==> config.mk <==
export PLATFORM = sky130hd
export DESIGN_NAME = issi_cmp
export DESIGN_NICKNAME = d
export VERILOG_FILES = /design/src/issi_pkg.sv /design/src/issi_cmp.sv
export SDC_FILE = /design/constraint.sdc
export NUM_CORES = 1
export LEC_CHECK = 0
export BUFFER_PORTS_ARGS = -buffer_cell sky130_fd_sc_hd__buf_2
export CAP_MARGIN = 0
export CELL_PAD_IN_SITES_DETAIL_PLACEMENT = 0
export CELL_PAD_IN_SITES_GLOBAL_PLACEMENT = 1
export CORE_MARGIN = 2
export CORE_UTILIZATION = 24
export DETAILED_ROUTE_END_ITERATION = 6
export PLACE_DENSITY_LB_ADDON = 0.1
export SYNTH_ARGS = -nofsm -noshare
export SYNTH_HDL_FRONTEND = slang
export SYNTH_SLANG_ARGS = --single-unit
==> constraint.sdc <==
create_clock -name vclk -period 1.5
set_clock_uncertainty 0.05 [all_clocks]
set_input_delay 0.15 -clock vclk [all_inputs]
set_output_delay 0.15 -clock vclk [all_outputs]
set_load 0.02 [all_outputs]
==> src/issi_pkg.sv <==
// Package: types and constants shared by the interval set subtract/intersect core.
package issi_pkg;

  localparam int unsigned SetCapacity = 16;
  localparam int unsigned EndWidth    = 32;
  localparam int unsigned MaxOut      = 16;

  typedef enum logic [1:0] {
    KIND_CLEAR  = 2'd0,
    KIND_LOAD_A = 2'd1,
    KIND_LOAD_B = 2'd2,
    KIND_RUN    = 2'd3
  } kind_e;

  typedef struct packed {
    logic [1:0]         kind;
    logic signed [31:0] lo_end;
    logic signed [31:0] hi_end;
  } in_item_t;

  typedef struct packed {
    logic signed [31:0] res_lo;
    logic signed [31:0] res_hi;
    logic               is_last;
    logic               is_empty;
    logic               overflowed;
  } out_item_t;

endpackage

==> src/issi_cmp.sv <==
// Shared signed compare unit: one less-than compare per cycle for the sequencer.
module issi_cmp #(
  parameter int unsigned EndWidth = issi_pkg::EndWidth
) (
  input  logic [EndWidth-1:0] a_i,
  input  logic [EndWidth-1:0] b_i,
  output logic                lt_o
);
  import issi_pkg::*;

  assign lt_o = $signed(a_i) < $signed(b_i);
endmodule
==> results.sh <==
export IMPL_fin_setup_tns_ns=-0.4507
export IMPL_max_freq_ghz=0.5126
export IMPL_critPathArrivalTime_ns=1.75
export IMPL_yosysWarnings=0
export IMPL_place_inst=221
export IMPL_outcome="finished, violations left"
export IMPL_grt_max_degree=5
export IMPL_slew_headroom_pct=85.07
export IMPL_die_area_sq_um=3764
export IMPL_io_buffers=65
export IMPL_crit_buf_inv=2
export IMPL_synthMuxAreaShare_pct=1.268
export IMPL_wl_um=1873
export IMPL_synth_compound_area_share_pct=19.65
export IMPL_yosys_area_share_simple_pct=15.21
export IMPL_crit_required_ns=1.30
export IMPL_fillerInstances=321
export IMPL_hold_viol=0
export IMPL_syn_inst=108
export IMPL_core_sq_um=3103
export IMPL_utilization_pct=44.31
export IMPL_postLayoutSetupSlackWorst_ns=-0.4507
export IMPL_fin_cells=221
export IMPL_worstPathCellList="buf_6, ha_4, a21oi_4, a21boi_2, o21bai_1, a31oi_1, or4b_4, mux2i_4, buf_6"
export IMPL_avgRoutedWirePerCell_um=8.475
export IMPL_drv_slew=0
export IMPL_cp_start_kind="input pin"
export IMPL_path_max_fanout=3
export IMPL_die_w_um=61.36
export IMPL_grt_pass1_wl_um=3008
export IMPL_period_minus_slack_ns=1.951
export IMPL_clkbuf_count=0
export IMPL_syn_avg_cell_area_sq_um=7.310
export IMPL_area_growth_pct=74.17
export IMPL_start_util_pct=25.44
export IMPL_max_stage_delay_ns=0.53
export IMPL_ir_drop_v=0.00007854
export IMPL_grt_usage_pct=9.833
export IMPL_cp_end_kind="output pin"
export IMPL_final_layout_size_suffix_gt1_share_pct=53.11
export IMPL_io_pins=65
export IMPL_worst_slew_pin_slew_ns=0.2216
export IMPL_hpwl_um=1804
export IMPL_vias=950
export IMPL_cp_top_family="simple AND/OR/NAND/NOR gates"
export IMPL_hold_slack_ns=0.7621
export IMPL_std_cell_rows=20
export IMPL_rsz0062_at_grt="yes"
export IMPL_synth_top_family_by_area="adder cells"
export IMPL_power_density_nw_per_um2=252.6
export IMPL_drt_first_pass_iters=3
export IMPL_synth_fa_ha_area_share_pct=49.13
export IMPL_dieHeight_um=61.36
export IMPL_synth_xor_area_share_pct=0
export IMPL_drc_errors=0
export IMPL_drt_initial_drc_count=22
export IMPL_post_route_period_util_pct=130.0
export IMPL_place_congestion=0.7082
export IMPL_nFlopsAndLatches=0
export IMPL_maxCapViolCount=0
export IMPL_hold_path_class="in2out"
export IMPL_netlist_area_sq_um=789.5
export IMPL_gr_total_overflow=0
export IMPL_antenna_found_initial=0
export IMPL_cpMostUsedCell="buf_6"
export IMPL_setup_violations=1
export IMPL_antenna_cells=0
export IMPL_drt_vias_per_instance=4.299
export IMPL_worst_setup_path_type="in2out"
export IMPL_synth_distinct_cells=23
export IMPL_seqCellArea_sq_um=0
export IMPL_nNetsFinal=274
export IMPL_cp_slowest_cell="or4b_4"
export IMPL_p_leak_nw=0.8049
export IMPL_finalPower_uw=347.4
export IMPL_synth_seq_area_share_pct=0
export IMPL_synth_nets=203
export IMPL_cts_setup_buffers=0
export IMPL_violations="negative setup slack"
export IMPL_grt_pass1_vias=858
export IMPL_antenna_left=0
cell families after synthesis:
| kind of cell | Yosys count |
|---|---|
| buf+inv | 31 |
| mux | 1 |
| compound gates | 23 |
| simple gates | 22 |
| fa+ha+maj | 31 |
area by class of cell:
class / instances / area (sq um) / share of cell area, %
Inverter: 31 / 123.9 / 9.008
Multi-Input combinational cell: 77 / 822.0 / 59.78
Tap cell: 44 / 55.05 / 4.004
Timing Repair Buffer: 69 / 374.1 / 27.21
through the flow:
stage	setup WS [ns]	area (sq um)
2_1_floorplan	-0.2057	914.6
3_3_place_gp	-0.4999	1325
3_5_place_dp	-0.5428	1325
4_1_cts	-0.4762	1340
5_1_grt	-0.5318	1375
6_report	-0.4507	1375
synthesized netlist by cell type (all sizes together) (2+ instances only):
cell type / instances / share of area [%]
o21ai: 4 / 2.5
inv: 31 / 15
ha: 31 / 49
nand4: 5 / 4.0
a21oi: 8 / 5.1
nand2: 3 / 1.4
nor2: 3 / 1.7
a21o: 3 / 2.9
and3: 2 / 1.6
nand3: 6 / 3.8
a31oi: 2 / 1.6
timing repair:
| item | in CTS | in global routing |
|---|---|---|
| pin swaps | 7 | 9 |
| resized for setup | 4 | 6 |
| endpoints found under the setup margin | 1 | 1 |
| hold buffers | 0 | 0 |
path summary, 6_finish.rpt:
| kind | startpoint | end | slack [ns] | depth (start not counted) |
|---|---|---|---|---|
| setup / recovery | a_i[22] | lt_o | -0.45 | 9 |
| hold / removal | a_i[31] | lt_o | 0.76 | 4 |
placed cells by master, fill, tap and decap left out, types with 4 or more instances in the layout:
cell type,instances
buf_2,62
inv_1,25
ha_1,24
a21oi_1,7
ha_4,7
nand4_1,5
nand3_1,4
buf_4,4
power by group:
part	internal [mW]	switching [mW]	leakage (nW)	total, mW
clock network	0	0	0	0
logic	0.195	0.152	0.805	0.347
registers	0	0	0	0
total	0.195	0.152	0.805	0.347
per-layer routing:
layer  part of all wire [%]  wire, um  GRT usage [%]  vias up
li1                       -         -              -      514
met1                     45       849          12.56      404
met2                     48       897          19.60       32
met3                    6.7       126              0        0
met4                      0         0              0        0
met5                      0         0              0        -
Power figures use the tool's default switching activity.
